[src/design/positional_list_table_core_assert.svh]
// assertion macros for the positional list table
`ifndef POSITIONAL_LIST_TABLE_CORE_ASSERT_SVH
`define POSITIONAL_LIST_TABLE_CORE_ASSERT_SVH

`ifndef SYNTHESIS
`define PLT_ASSERT_IMP(label, clk, rst, ante, cons) \
   label: assert property (@(posedge clk) disable iff (rst) (ante) |-> (cons)) \
      else $error("positional list table assertion failed");
`define PLT_ASSERT_NXT(label, clk, rst, ante, cons) \
   label: assert property (@(posedge clk) disable iff (rst) (ante) |=> (cons)) \
      else $error("positional list table assertion failed");
`else
`define PLT_ASSERT_IMP(label, clk, rst, ante, cons)
`define PLT_ASSERT_NXT(label, clk, rst, ante, cons)
`endif

`endif

[src/design/plt_pkg.sv]
// shared types and codes of the positional list table
`timescale 1ns / 1ps

package plt_pkg;

   typedef logic signed [31:0] word_type;

   localparam logic [1:0] REQ_INSERT = 2'd0;
   localparam logic [1:0] REQ_DELETE = 2'd1;
   localparam logic [1:0] REQ_READ   = 2'd2;

   localparam logic [1:0] ST_OK    = 2'd0;
   localparam logic [1:0] ST_RANGE = 2'd1;
   localparam logic [1:0] ST_FULL  = 2'd2;

   typedef struct packed {
      logic       load;
      logic       shift_rd;
      logic       shift_wr;
      logic       put_word;
      logic       rd_entry;
      logic       finish;
      logic       take_data;
      logic       len_inc;
      logic       len_dec;
      logic [1:0] status;
   } cmd_type;

   typedef struct packed {
      logic [1:0] kind;
      logic       ins_ok;
      logic       acc_ok;
      logic       full;
      logic       more;
      logic       slot_free;
   } stat_type;

endpackage

[src/design/plt_channels.sv]
// request and response channel interfaces of the positional list table
`timescale 1ns / 1ps

interface plt_req_if;
   logic               valid;
   logic               ready;
   logic [1:0]         req_type;
   logic [7:0]         position;
   plt_pkg::word_type  value;

   modport source(output valid, output req_type, output position, output value,
                  input ready);
   modport sink(input valid, input req_type, input position, input value,
                output ready);
endinterface

interface plt_rsp_if;
   logic               valid;
   logic               ready;
   logic [1:0]         status;
   plt_pkg::word_type  read_data;
   logic [6:0]         list_length;

   modport source(output valid, output status, output read_data, output list_length,
                  input ready);
   modport sink(input valid, input status, input read_data, input list_length,
                output ready);
endinterface

[src/design/positional_list_table_core.sv]
// top level of the positional list table
// req_chan takes one word per request: req_type (insert, delete, read),
// a one-based position and the value to insert. rsp_chan returns one word
// per request: status, read_data (zero unless a read succeeds) and the
// list length after the request.
// requests are handled one at a time; req_chan.ready is high only while
// the sequencer is idle.
// a request runs through the sequencer states in order: S_IDLE loads it,
// S_CHECK tests it (a read fetches its entry there), each moved entry
// takes S_RD and S_WR and returns to S_CHECK, an insert writes its word
// in S_PUT, and S_DONE loads the response.
// every moved entry costs a memory read, a memory write and a cursor check
// on the list memory, so the worst case grows with CAPACITY.
// the sequencer returns to S_IDLE as a response is loaded and takes the
// next request from there.
// the response sits in an output register; the next request is taken while
// it waits, and a finished request holds in the sequencer until the
// receiver has taken the previous response.
// reset empties the list (length zero) and drops any pending response;
// the list memory itself is not cleared.
`timescale 1ns / 1ps

module positional_list_table_core #(
   parameter int CAPACITY = 64
) (
   input logic     clock,
   input logic     reset,
   plt_req_if.sink req_chan,
   plt_rsp_if.source rsp_chan
);

   plt_pkg::cmd_type  cmd;
   plt_pkg::stat_type stat;
   logic              ready;

   assign req_chan.ready = ready;

   plt_controller u_ctrl (
      .clock     (clock),
      .reset     (reset),
      .req_valid (req_chan.valid),
      .req_ready (ready),
      .stat      (stat),
      .cmd       (cmd)
   );

   plt_datapath #(
      .CAPACITY (CAPACITY)
   ) u_dp (
      .clock        (clock),
      .reset        (reset),
      .cmd          (cmd),
      .stat         (stat),
      .req_type     (req_chan.req_type),
      .req_position (req_chan.position),
      .req_value    (req_chan.value),
      .rsp          (rsp_chan)
   );

endmodule

[src/design/plt_datapath.sv]
// list memory, length, cursor and response register of the positional list table
`timescale 1ns / 1ps
`include "positional_list_table_core_assert.svh"

module plt_datapath #(
   parameter int CAPACITY = 64
) (
   input  logic              clock,
   input  logic              reset,
   input  plt_pkg::cmd_type  cmd,
   output plt_pkg::stat_type stat,
   input  logic [1:0]        req_type,
   input  logic [7:0]        req_position,
   input  plt_pkg::word_type req_value,
   plt_rsp_if.source         rsp
);

   localparam int AW = $clog2(CAPACITY);
   localparam int LW = $clog2(CAPACITY + 1);
   localparam int CW = ((LW > 8) ? LW : 8) + 1;

   plt_pkg::word_type mem [CAPACITY];
   plt_pkg::word_type rd_data_ff;

   logic [LW-1:0]     length_ff;
   logic [LW-1:0]     length_in;
   logic [LW-1:0]     idx_ff;
   logic [1:0]        kind_ff;
   logic [7:0]        pos_ff;
   plt_pkg::word_type word_ff;

   logic              rsp_valid_ff;
   logic [1:0]        rsp_status_ff;
   plt_pkg::word_type rsp_data_ff;
   logic [6:0]        rsp_len_ff;

   logic [CW-1:0]     pos_w;
   logic [CW-1:0]     len_w;
   logic [CW-1:0]     idx_w;
   logic [CW-1:0]     req_pos_w;
   logic [LW+6:0]     len_wide;

   logic              mem_we;
   logic [AW-1:0]     wr_addr;
   plt_pkg::word_type wr_data;
   logic              mem_re;
   logic [AW-1:0]     rd_addr;

   assign pos_w     = CW'(pos_ff);
   assign len_w     = CW'(length_ff);
   assign idx_w     = CW'(idx_ff);
   assign req_pos_w = CW'(req_position);

   always_comb begin
      stat.kind      = kind_ff;
      stat.ins_ok    = (pos_ff != 8'd0) && (pos_w <= len_w + CW'(1));
      stat.acc_ok    = (pos_ff != 8'd0) && (pos_w <= len_w);
      stat.full      = (length_ff == LW'(CAPACITY));
      stat.slot_free = !rsp_valid_ff || rsp.ready;
      if (kind_ff == plt_pkg::REQ_INSERT) begin
         stat.more = (pos_ff != 8'd0) && (idx_w >= pos_w);
      end else begin
         stat.more = (idx_w + CW'(1)) < len_w;
      end
   end

   always_comb begin
      mem_we  = cmd.shift_wr || cmd.put_word;
      wr_addr = cmd.put_word ? AW'(pos_w - CW'(1)) : idx_ff[AW-1:0];
      wr_data = cmd.put_word ? word_ff : rd_data_ff;
      mem_re  = cmd.shift_rd || cmd.rd_entry;
      if (cmd.rd_entry) begin
         rd_addr = AW'(pos_w - CW'(1));
      end else if (kind_ff == plt_pkg::REQ_INSERT) begin
         rd_addr = AW'(idx_ff - LW'(1));
      end else begin
         rd_addr = AW'(idx_ff + LW'(1));
      end
   end

   always_ff @(posedge clock) begin
      if (mem_we) begin
         mem[wr_addr] <= wr_data;
      end
      if (mem_re) begin
         rd_data_ff <= mem[rd_addr];
      end
   end

   always_comb begin
      length_in = length_ff;
      if (cmd.finish && cmd.len_inc) begin
         length_in = length_ff + LW'(1);
      end else if (cmd.finish && cmd.len_dec) begin
         length_in = length_ff - LW'(1);
      end
   end

   assign len_wide = {7'd0, length_in};

   always_ff @(posedge clock) begin
      if (cmd.load) begin
         kind_ff <= req_type;
         pos_ff  <= req_position;
         word_ff <= req_value;
         if (req_type == plt_pkg::REQ_INSERT) begin
            idx_ff <= length_ff;
         end else begin
            idx_ff <= LW'(req_pos_w - CW'(1));
         end
      end else if (cmd.shift_wr) begin
         if (kind_ff == plt_pkg::REQ_INSERT) begin
            idx_ff <= idx_ff - LW'(1);
         end else begin
            idx_ff <= idx_ff + LW'(1);
         end
      end
      if (cmd.finish) begin
         rsp_status_ff <= cmd.status;
         rsp_data_ff   <= cmd.take_data ? rd_data_ff : '0;
         rsp_len_ff    <= len_wide[6:0];
      end
   end

   always_ff @(posedge clock) begin
      if (reset) begin
         length_ff    <= '0;
         rsp_valid_ff <= 1'b0;
      end else begin
         length_ff <= length_in;
         if (cmd.finish) begin
            rsp_valid_ff <= 1'b1;
         end else if (rsp.ready) begin
            rsp_valid_ff <= 1'b0;
         end
      end
   end

   assign rsp.valid       = rsp_valid_ff;
   assign rsp.status      = rsp_status_ff;
   assign rsp.read_data   = rsp_data_ff;
   assign rsp.list_length = rsp_len_ff;

   `PLT_ASSERT_IMP(a_len_cap, clock, reset, 1'b1, length_ff <= LW'(CAPACITY))
   `PLT_ASSERT_IMP(a_finish_slot, clock, reset, cmd.finish, !rsp_valid_ff || rsp.ready)
   `PLT_ASSERT_IMP(a_inc_room, clock, reset, cmd.finish && cmd.len_inc, !stat.full)
   `PLT_ASSERT_IMP(a_data_ok, clock, reset, cmd.finish && cmd.take_data,
                   cmd.status == plt_pkg::ST_OK)
   `PLT_ASSERT_NXT(a_finish_valid, clock, reset, cmd.finish, rsp_valid_ff)

endmodule

[src/design/plt_controller.sv]
// sequencing state machine of the positional list table
`timescale 1ns / 1ps

module plt_controller (
   input  logic              clock,
   input  logic              reset,
   input  logic              req_valid,
   output logic              req_ready,
   input  plt_pkg::stat_type stat,
   output plt_pkg::cmd_type  cmd
);

   typedef enum logic [2:0] {
      S_IDLE,
      S_CHECK,
      S_RD,
      S_WR,
      S_PUT,
      S_DONE
   } state_type;

   state_type  state_ff, state_in;
   logic [1:0] status_ff, status_in;
   logic       inc_ff, inc_in;
   logic       dec_ff, dec_in;
   logic       take_ff, take_in;

   assign req_ready = (state_ff == S_IDLE);

   always_comb begin
      state_in  = state_ff;
      status_in = status_ff;
      inc_in    = inc_ff;
      dec_in    = dec_ff;
      take_in   = take_ff;
      cmd       = '0;
      cmd.status    = status_ff;
      cmd.take_data = take_ff;
      cmd.len_inc   = inc_ff;
      cmd.len_dec   = dec_ff;
      unique case (state_ff)
         S_IDLE: begin
            if (req_valid) begin
               cmd.load = 1'b1;
               inc_in   = 1'b0;
               dec_in   = 1'b0;
               take_in  = 1'b0;
               state_in = S_CHECK;
            end
         end
         S_CHECK: begin
            unique case (stat.kind)
               plt_pkg::REQ_INSERT: begin
                  if (!stat.ins_ok) begin
                     status_in = plt_pkg::ST_RANGE;
                     state_in  = S_DONE;
                  end else if (stat.full) begin
                     status_in = plt_pkg::ST_FULL;
                     state_in  = S_DONE;
                  end else if (stat.more) begin
                     state_in = S_RD;
                  end else begin
                     state_in = S_PUT;
                  end
               end
               plt_pkg::REQ_DELETE: begin
                  if (!stat.acc_ok) begin
                     status_in = plt_pkg::ST_RANGE;
                     state_in  = S_DONE;
                  end else if (stat.more) begin
                     state_in = S_RD;
                  end else begin
                     status_in = plt_pkg::ST_OK;
                     dec_in    = 1'b1;
                     state_in  = S_DONE;
                  end
               end
               plt_pkg::REQ_READ: begin
                  if (!stat.acc_ok) begin
                     status_in = plt_pkg::ST_RANGE;
                  end else begin
                     cmd.rd_entry = 1'b1;
                     status_in    = plt_pkg::ST_OK;
                     take_in      = 1'b1;
                  end
                  state_in = S_DONE;
               end
               default: begin
                  status_in = plt_pkg::ST_RANGE;
                  state_in  = S_DONE;
               end
            endcase
         end
         S_RD: begin
            cmd.shift_rd = 1'b1;
            state_in     = S_WR;
         end
         S_WR: begin
            cmd.shift_wr = 1'b1;
            state_in     = S_CHECK;
         end
         S_PUT: begin
            cmd.put_word = 1'b1;
            status_in    = plt_pkg::ST_OK;
            inc_in       = 1'b1;
            state_in     = S_DONE;
         end
         S_DONE: begin
            if (stat.slot_free) begin
               cmd.finish = 1'b1;
               state_in   = S_IDLE;
            end
         end
         default: begin
            state_in = S_IDLE;
         end
      endcase
   end

   always_ff @(posedge clock) begin
      if (reset) begin
         state_ff  <= S_IDLE;
         status_ff <= plt_pkg::ST_OK;
         inc_ff    <= 1'b0;
         dec_ff    <= 1'b0;
         take_ff   <= 1'b0;
      end else begin
         state_ff  <= state_in;
         status_ff <= status_in;
         inc_ff    <= inc_in;
         dec_ff    <= dec_in;
         take_ff   <= take_in;
      end
   end

endmodule
[src/flat_wrapper.sv]
// flat-port wrapper written by rule: the top's interface ports become plain ports
module positional_list_table_core_flat 
#(
   parameter int CAPACITY = 64
)
  (clock, reset, req_chan_valid, req_chan_req_type, req_chan_position, req_chan_value, req_chan_ready, rsp_chan_valid, rsp_chan_status, rsp_chan_read_data, rsp_chan_list_length, rsp_chan_ready);
  plt_req_if req_chan_i ();
  plt_rsp_if rsp_chan_i ();
  input logic clock;
  input logic reset;
  input wire logic [$bits(req_chan_i.valid)-1:0] req_chan_valid;
  input wire logic [$bits(req_chan_i.req_type)-1:0] req_chan_req_type;
  input wire logic [$bits(req_chan_i.position)-1:0] req_chan_position;
  input wire logic [$bits(req_chan_i.value)-1:0] req_chan_value;
  output wire logic [$bits(req_chan_i.ready)-1:0] req_chan_ready;
  output wire logic [$bits(rsp_chan_i.valid)-1:0] rsp_chan_valid;
  output wire logic [$bits(rsp_chan_i.status)-1:0] rsp_chan_status;
  output wire logic [$bits(rsp_chan_i.read_data)-1:0] rsp_chan_read_data;
  output wire logic [$bits(rsp_chan_i.list_length)-1:0] rsp_chan_list_length;
  input wire logic [$bits(rsp_chan_i.ready)-1:0] rsp_chan_ready;
  assign req_chan_i.valid = req_chan_valid;
  assign req_chan_i.req_type = req_chan_req_type;
  assign req_chan_i.position = req_chan_position;
  assign req_chan_i.value = req_chan_value;
  assign req_chan_ready = req_chan_i.ready;
  assign rsp_chan_valid = rsp_chan_i.valid;
  assign rsp_chan_status = rsp_chan_i.status;
  assign rsp_chan_read_data = rsp_chan_i.read_data;
  assign rsp_chan_list_length = rsp_chan_i.list_length;
  assign rsp_chan_i.ready = rsp_chan_ready;
  positional_list_table_core #(.CAPACITY(CAPACITY)) u_core (.clock(clock), .reset(reset), .req_chan(req_chan_i), .rsp_chan(rsp_chan_i));
endmodule
[config.mk]
export PLATFORM = sky130hd
export DESIGN_NAME = positional_list_table_core_flat
export DESIGN_NICKNAME = d
export VERILOG_FILES = /design/src/design/plt_pkg.sv /design/src/design/plt_channels.sv /design/src/design/positional_list_table_core.sv /design/src/design/plt_datapath.sv /design/src/design/plt_controller.sv /design/src/flat_wrapper.sv
export VERILOG_INCLUDE_DIRS = /design/src /design/src/design
export SDC_FILE = /design/constraint.sdc
export NUM_CORES = 2
export LEC_CHECK = 0
export ABC_AREA = 0
export BUFFER_PORTS_ARGS = -buffer_cell sky130_fd_sc_hd__buf_4
export CAP_MARGIN = 20
export CORE_MARGIN = 2
export CORE_UTILIZATION = 42
export CTS_BUF_LIST = sky130_fd_sc_hd__clkbuf_8
export CTS_CLUSTER_SIZE = 30
export DETAILED_ROUTE_END_ITERATION = 10
export PLACE_DENSITY = 0.55
export SETUP_SLACK_MARGIN = 0.5
export SLEW_MARGIN = 20
export SYNTH_ARGS = -nofsm -noshare
export SYNTH_HDL_FRONTEND = slang
export SYNTH_HIERARCHICAL = 1
export SYNTH_SLANG_ARGS = --single-unit
[constraint.sdc]
create_clock -name clock -period 4.9 [get_ports clock]
set_input_delay 0.49 -clock clock [delete_from_list [all_inputs] [get_ports clock]]
set_output_delay 0.49 -clock clock [all_outputs]
set_load 0.01 [all_outputs]
==> metrics.md <==
| Metric | Value |
|---|---|
| Antenna violations before repair | 7 |
| Length of the first detailed-routing pass in iterations | 6 |
| Via count of the routed design | 59,500 |
| Starting utilization of the core area | 42.3% |
| Warnings from Yosys | 6 |
| WP data required | 5790 ps |
| Storage element area | 65,500 sq um |
| Clock buffer count from CTS | 373 |
| TritonCTS clock tree | yes |
| Top_reg_cell synth | sky130_fd_sc_hd__edfxtp_1 |
| Height of the chip | 461 um |
| Cell area after synthesis | 87,600 sq um |
| Relative slew slack | 25.3% |
| Master of the slowest instance on the critical path | sky130_fd_sc_hd__edfxtp_1 |
| Number of core rows | 167 |
| Status | finished clean |
| H-Tree Depth | 5 |
| Multi-input gate area in the final layout | 22,400 sq um |
| Endpoint class of the critical path | flip-flop |
| Number of top-level pins | 89 |
| Post-CTS clock slew at the launch and capture registers of the worst setup and hold paths | 60 ps |
| Clock root buffer | sky130_fd_sc_hd__clkbuf_8 |
| PD cells | 426 nW/um^2 |
| Count of flip-flops with a built-in enable after synthesis | 2,170 |
| Die Outline Area | 212,000 sq um |
| Total count of max-transition violations in the final report | 0 |
| DIE WIDTH | 461 um |
| Total of buffers placed on input and output ports | 88 |
| Number of instances in the synthesized netlist | 6,415 |
| RSZ-0062 raised after global routing | true |
| Worst Reg-to-Reg Cells | 23 |
| Via density | 5.80 |
| Number of cells on the critical path | 23 |
| Count of unique library cells instantiated by Yosys | 83 |
| Sequential-to-total area share from yosys stat | 74.7% |
| Largest net degree at the start of global routing | 74 |
| Number of global-route vias before repair | 55,700 |
| Avg Synthesized Cell Area | 13.7 sq um |
| Max Cap Violations | 0 |
| Maximum vdd ir drop | 0.000343 V |
| Fraction of synthesis flops using an asynchronous set or reset pin | 0% |
| Synthesized Nets | 6,502 |
| Count of cells along the worst hold path | 2 |
| Total of endpoints with negative setup slack in the final report | 0 |
| Final wirelength | 291,000 um |
| Slew of the pin with the lowest slew margin | 1120 ps |
| Cell-by-cell listing of the critical path | ha_4 > nor2b_4 > o21a_1 > o21a_1 > o21a_1 > o21a_1 > o21a_1 > o32a_1 > nor3_4 > and4_4 > mux2i_4 > buf_6 > buf_12 > buf_16 > buf_16 > buf_6 > and2_1 > a211oi_1 > a311oi_1 > a31oi_1 > o22ai_2 > nor2_1 > a21oi_1 |
| Period utilisation layout | 95.4% |
| Fraction of layout instances using a drive strength above 1 | 22.1% |
| CP startpoint kind | flip-flop |
| Total global-route track usage | 26.1% |
| Final setup skew | 100 ps |
| Leading area contributor after synthesis | sky130_fd_sc_hd__edfxtp_1 |
| CTS Buffer Depth | 4 |
| Leak | 37.7 nW |
| WL/cell | 28.3 um |
| Cell mode on critical path | sky130_fd_sc_hd__o21a_1 |
| Most used standard cell by instance count after synthesis | sky130_fd_sc_hd__edfxtp_1 |
| Layout Area Growth over Synthesis | 23.6% |
| Fin nets | 7,299 |
| Crit path largest cell delay | 430 ps |
| Main area contributors after synthesis | sky130_fd_sc_hd__edfxtp_1, sky130_fd_sc_hd__nand2_1, sky130_fd_sc_hd__nand3_1, sky130_fd_sc_hd__a311oi_1, sky130_fd_sc_hd__a31oi_1 |
| Classification of the worst setup path | flip-flop to flip-flop |
| Time the worst path needs with I/O delays and setup | 4670 ps |
| Final Hold Fails | 0 |
| Final-layout worst hold slack | 128 ps |
| Number of register bits inferred by synthesis | 2,186 |
| Post-synth top area share | 74.4% |
| Detailed placer's ending HPWL | 158,000 um |
| Clock Sinks | 2,186 |
| Number of remaining DRC errors | 0 |
| Starting DRC count in detailed routing | 7,683 |
| Summed negative setup slack over all endpoints | 0 ps |
| CP top delay family | compound AO/OA/AOI/OAI gates |
| Tightest Hold Check Type | primary input to flip-flop |
| First-pass GRT wire length | 400,000 um |
| Post-DRT Antenna Nets | 0 |
| Commonest cells in the synthesized netlist | sky130_fd_sc_hd__edfxtp_1, sky130_fd_sc_hd__nand2_1, sky130_fd_sc_hd__nand3_1 |
| Area of the placeable core | 207,000 sq um |
| Maximum clock rate | 0.214 GHz |
| Worst path buffer plus inverter count | 5 |
| Critical path arrival | 5560 ps |
| CP max FO | 13 |
| Fill cell total of the finished layout | 17,500 |
| Clock latency at the later pin of the worst-skew pair | 1090 ps |
| Total overflow reported by the global router | 0 |
| Final estimated routing congestion in global placement | 0.846 |
## layout by cell type (no fill, tap or decap), types with 33 or more instances in the layout
cell	netlist	routed
sky130_fd_sc_hd__buf_6	10	43
sky130_fd_sc_hd__a211oi_2	1	37
sky130_fd_sc_hd__and3_1	48	45
sky130_fd_sc_hd__a311oi_1	134	69
sky130_fd_sc_hd__o21ai_0	75	55
sky130_fd_sc_hd__a211oi_1	109	65
sky130_fd_sc_hd__clkbuf_16	0	33
sky130_fd_sc_hd__clkbuf_8	0	380
sky130_fd_sc_hd__nor2_4	0	73
sky130_fd_sc_hd__ha_1	41	39
sky130_fd_sc_hd__and2_1	141	133
sky130_fd_sc_hd__edfxtp_1	2170	2170
sky130_fd_sc_hd__mux2i_1	59	56
sky130_fd_sc_hd__a311oi_2	0	63
sky130_fd_sc_hd__a31oi_1	174	145
sky130_fd_sc_hd__dlygate4sd3_1	0	46
sky130_fd_sc_hd__o22ai_1	63	41
sky130_fd_sc_hd__nand2_1	1662	1654
sky130_fd_sc_hd__a32oi_1	44	44
sky130_fd_sc_hd__buf_16	0	46
sky130_fd_sc_hd__buf_4	24	507
sky130_fd_sc_hd__inv_1	33	172
sky130_fd_sc_hd__nand3_1	725	712
sky130_fd_sc_hd__mux2_2	34	33
sky130_fd_sc_hd__a21oi_1	47	37
sky130_fd_sc_hd__buf_12	0	151
sky130_fd_sc_hd__clkinv_1	0	84
## final timing paths
| check | startpoint | endpoint | slack [ps] |
|---|---|---|---|
| worst max-delay path | u_core/u_dp/pos_ff[1] | u_core/u_dp/rd_data_ff[22] | 230 |
| worst min-delay path | req_chan_value[27] | u_core/u_dp/word_ff[27] | 130 |
| worst max register to register | u_core/u_dp/pos_ff[1] | u_core/u_dp/rd_data_ff[22] | 230 |
| worst min register to register | u_core/u_ctrl/status_ff[1] | u_core/u_dp/rsp.status[1] | 450 |
## state kept, by name, summed over array words and instances, names as in the netlist
register and cells:
u_core/u_ctrl/dec_ff 1, u_core/u_ctrl/inc_ff 1, u_core/u_ctrl/state_ff 3, u_core/u_ctrl/status_ff 2, u_core/u_ctrl/take_ff 1, u_core/u_dp/idx_ff 7, u_core/u_dp/kind_ff 2, u_core/u_dp/length_ff 7
u_core/u_dp/mem 2048, u_core/u_dp/pos_ff 8, u_core/u_dp/rd_data_ff 32, u_core/u_dp/rsp.list_length 7, u_core/u_dp/rsp.read_data 32, u_core/u_dp/rsp.status 2, u_core/u_dp/rsp.valid 1, u_core/u_dp/word_ff 32
## routing by layer
layer	routed length, um	part of all wire (%)	vias to the layer above	GRT usage (%)
met5	0	0	-	0
met4	8220	2.8	0	7.67
met3	26500	9.1	479	4.46
met2	134000	46	3106	40.9
met1	122000	42	30200	37.4
li1	-	-	25700	-
## power by group
| part | switching, mW | internal, mW | leakage [nW] |
|---|---|---|---|
| Clock | 7.25 | 7.34 | 3.77 |
| Combinational | 6.41 | 4.11 | 14.2 |
| Sequential | 0.0791 | 21.0 | 19.7 |
| Total | 13.7 | 32.4 | 37.7 |
## metrics by stage
stage / utilization [%] / std cells / worst slack [ps] / total power [mW] / area [sq um]
after CTS: 50.5 / 10100 / 237 / 45.0 / 105000
after global placement: 46.3 / 9364 / -213 / 29.6 / 95900
after detailed placement: 46.3 / 9365 / -98.6 / 29.7 / 95900
after global routing: 52.2 / 10300 / 97.0 / 47.6 / 108000
after floorplan: - / 6415 / 529 / 25.7 / 87600
final: 52.2 / 10300 / 228 / 46.2 / 108000
## repair_timing
| item | in CTS | in global routing |
|---|---|---|
| endpoints found under the setup margin | 32 | 32 |
| buffers inserted | 53 | 95 |
| pin swaps | 35 | 169 |
| hold endpoints to repair | 64 | 0 |
| hold buffers | 46 | 0 |
| cloned | 28 | 38 |
| gates resized for setup | 150 | 353 |
## worst reg2reg max path: stages, from the launching register on
cell                       delay, ps
sky130_fd_sc_hd__edfxtp_1        430
sky130_fd_sc_hd__ha_4            240
sky130_fd_sc_hd__nor2b_4         120
sky130_fd_sc_hd__o21a_1          180
sky130_fd_sc_hd__o21a_1          160
sky130_fd_sc_hd__o21a_1          160
sky130_fd_sc_hd__o21a_1          170
sky130_fd_sc_hd__o21a_1          160
sky130_fd_sc_hd__o32a_1          180
sky130_fd_sc_hd__nor3_4          180
sky130_fd_sc_hd__and4_4          300
sky130_fd_sc_hd__mux2i_4         300
sky130_fd_sc_hd__buf_6           140
sky130_fd_sc_hd__buf_12          130
sky130_fd_sc_hd__buf_16          170
sky130_fd_sc_hd__buf_16          190
sky130_fd_sc_hd__buf_6           180
sky130_fd_sc_hd__and2_1          140
sky130_fd_sc_hd__a211oi_1         50
sky130_fd_sc_hd__a311oi_1        300
sky130_fd_sc_hd__a31oi_1         150
sky130_fd_sc_hd__o22ai_2         250
sky130_fd_sc_hd__nor2_1           80
sky130_fd_sc_hd__a21oi_1         180
## cell families (layout without fill, tap and decap cells)
family	Yosys count	in the layout	share of synthesized area [%]
compound gates	785	786	6.55
flops	2186	2186	74.7
xor+xnor	28	28	0.280
simple gates	2809	2810	14.0
other cells	0	5	0
fa+ha+maj	41	41	0.585
buf+inv	462	1519	2.42
mux	104	104	1.39
## area by class of cell
class | count | share of cell area (%)
Antenna cell | 5 | 0.0116
Clock buffer | 380 | 4.83
Clock inverter | 257 | 1.05
Inverter | 33 | 0.114
Multi-Input combinational cell | 3769 | 20.7
Sequential cell | 2186 | 60.5
Tap cell | 2788 | 3.22
Timing Repair Buffer | 849 | 9.62
Power figures use the tool's default switching activity.
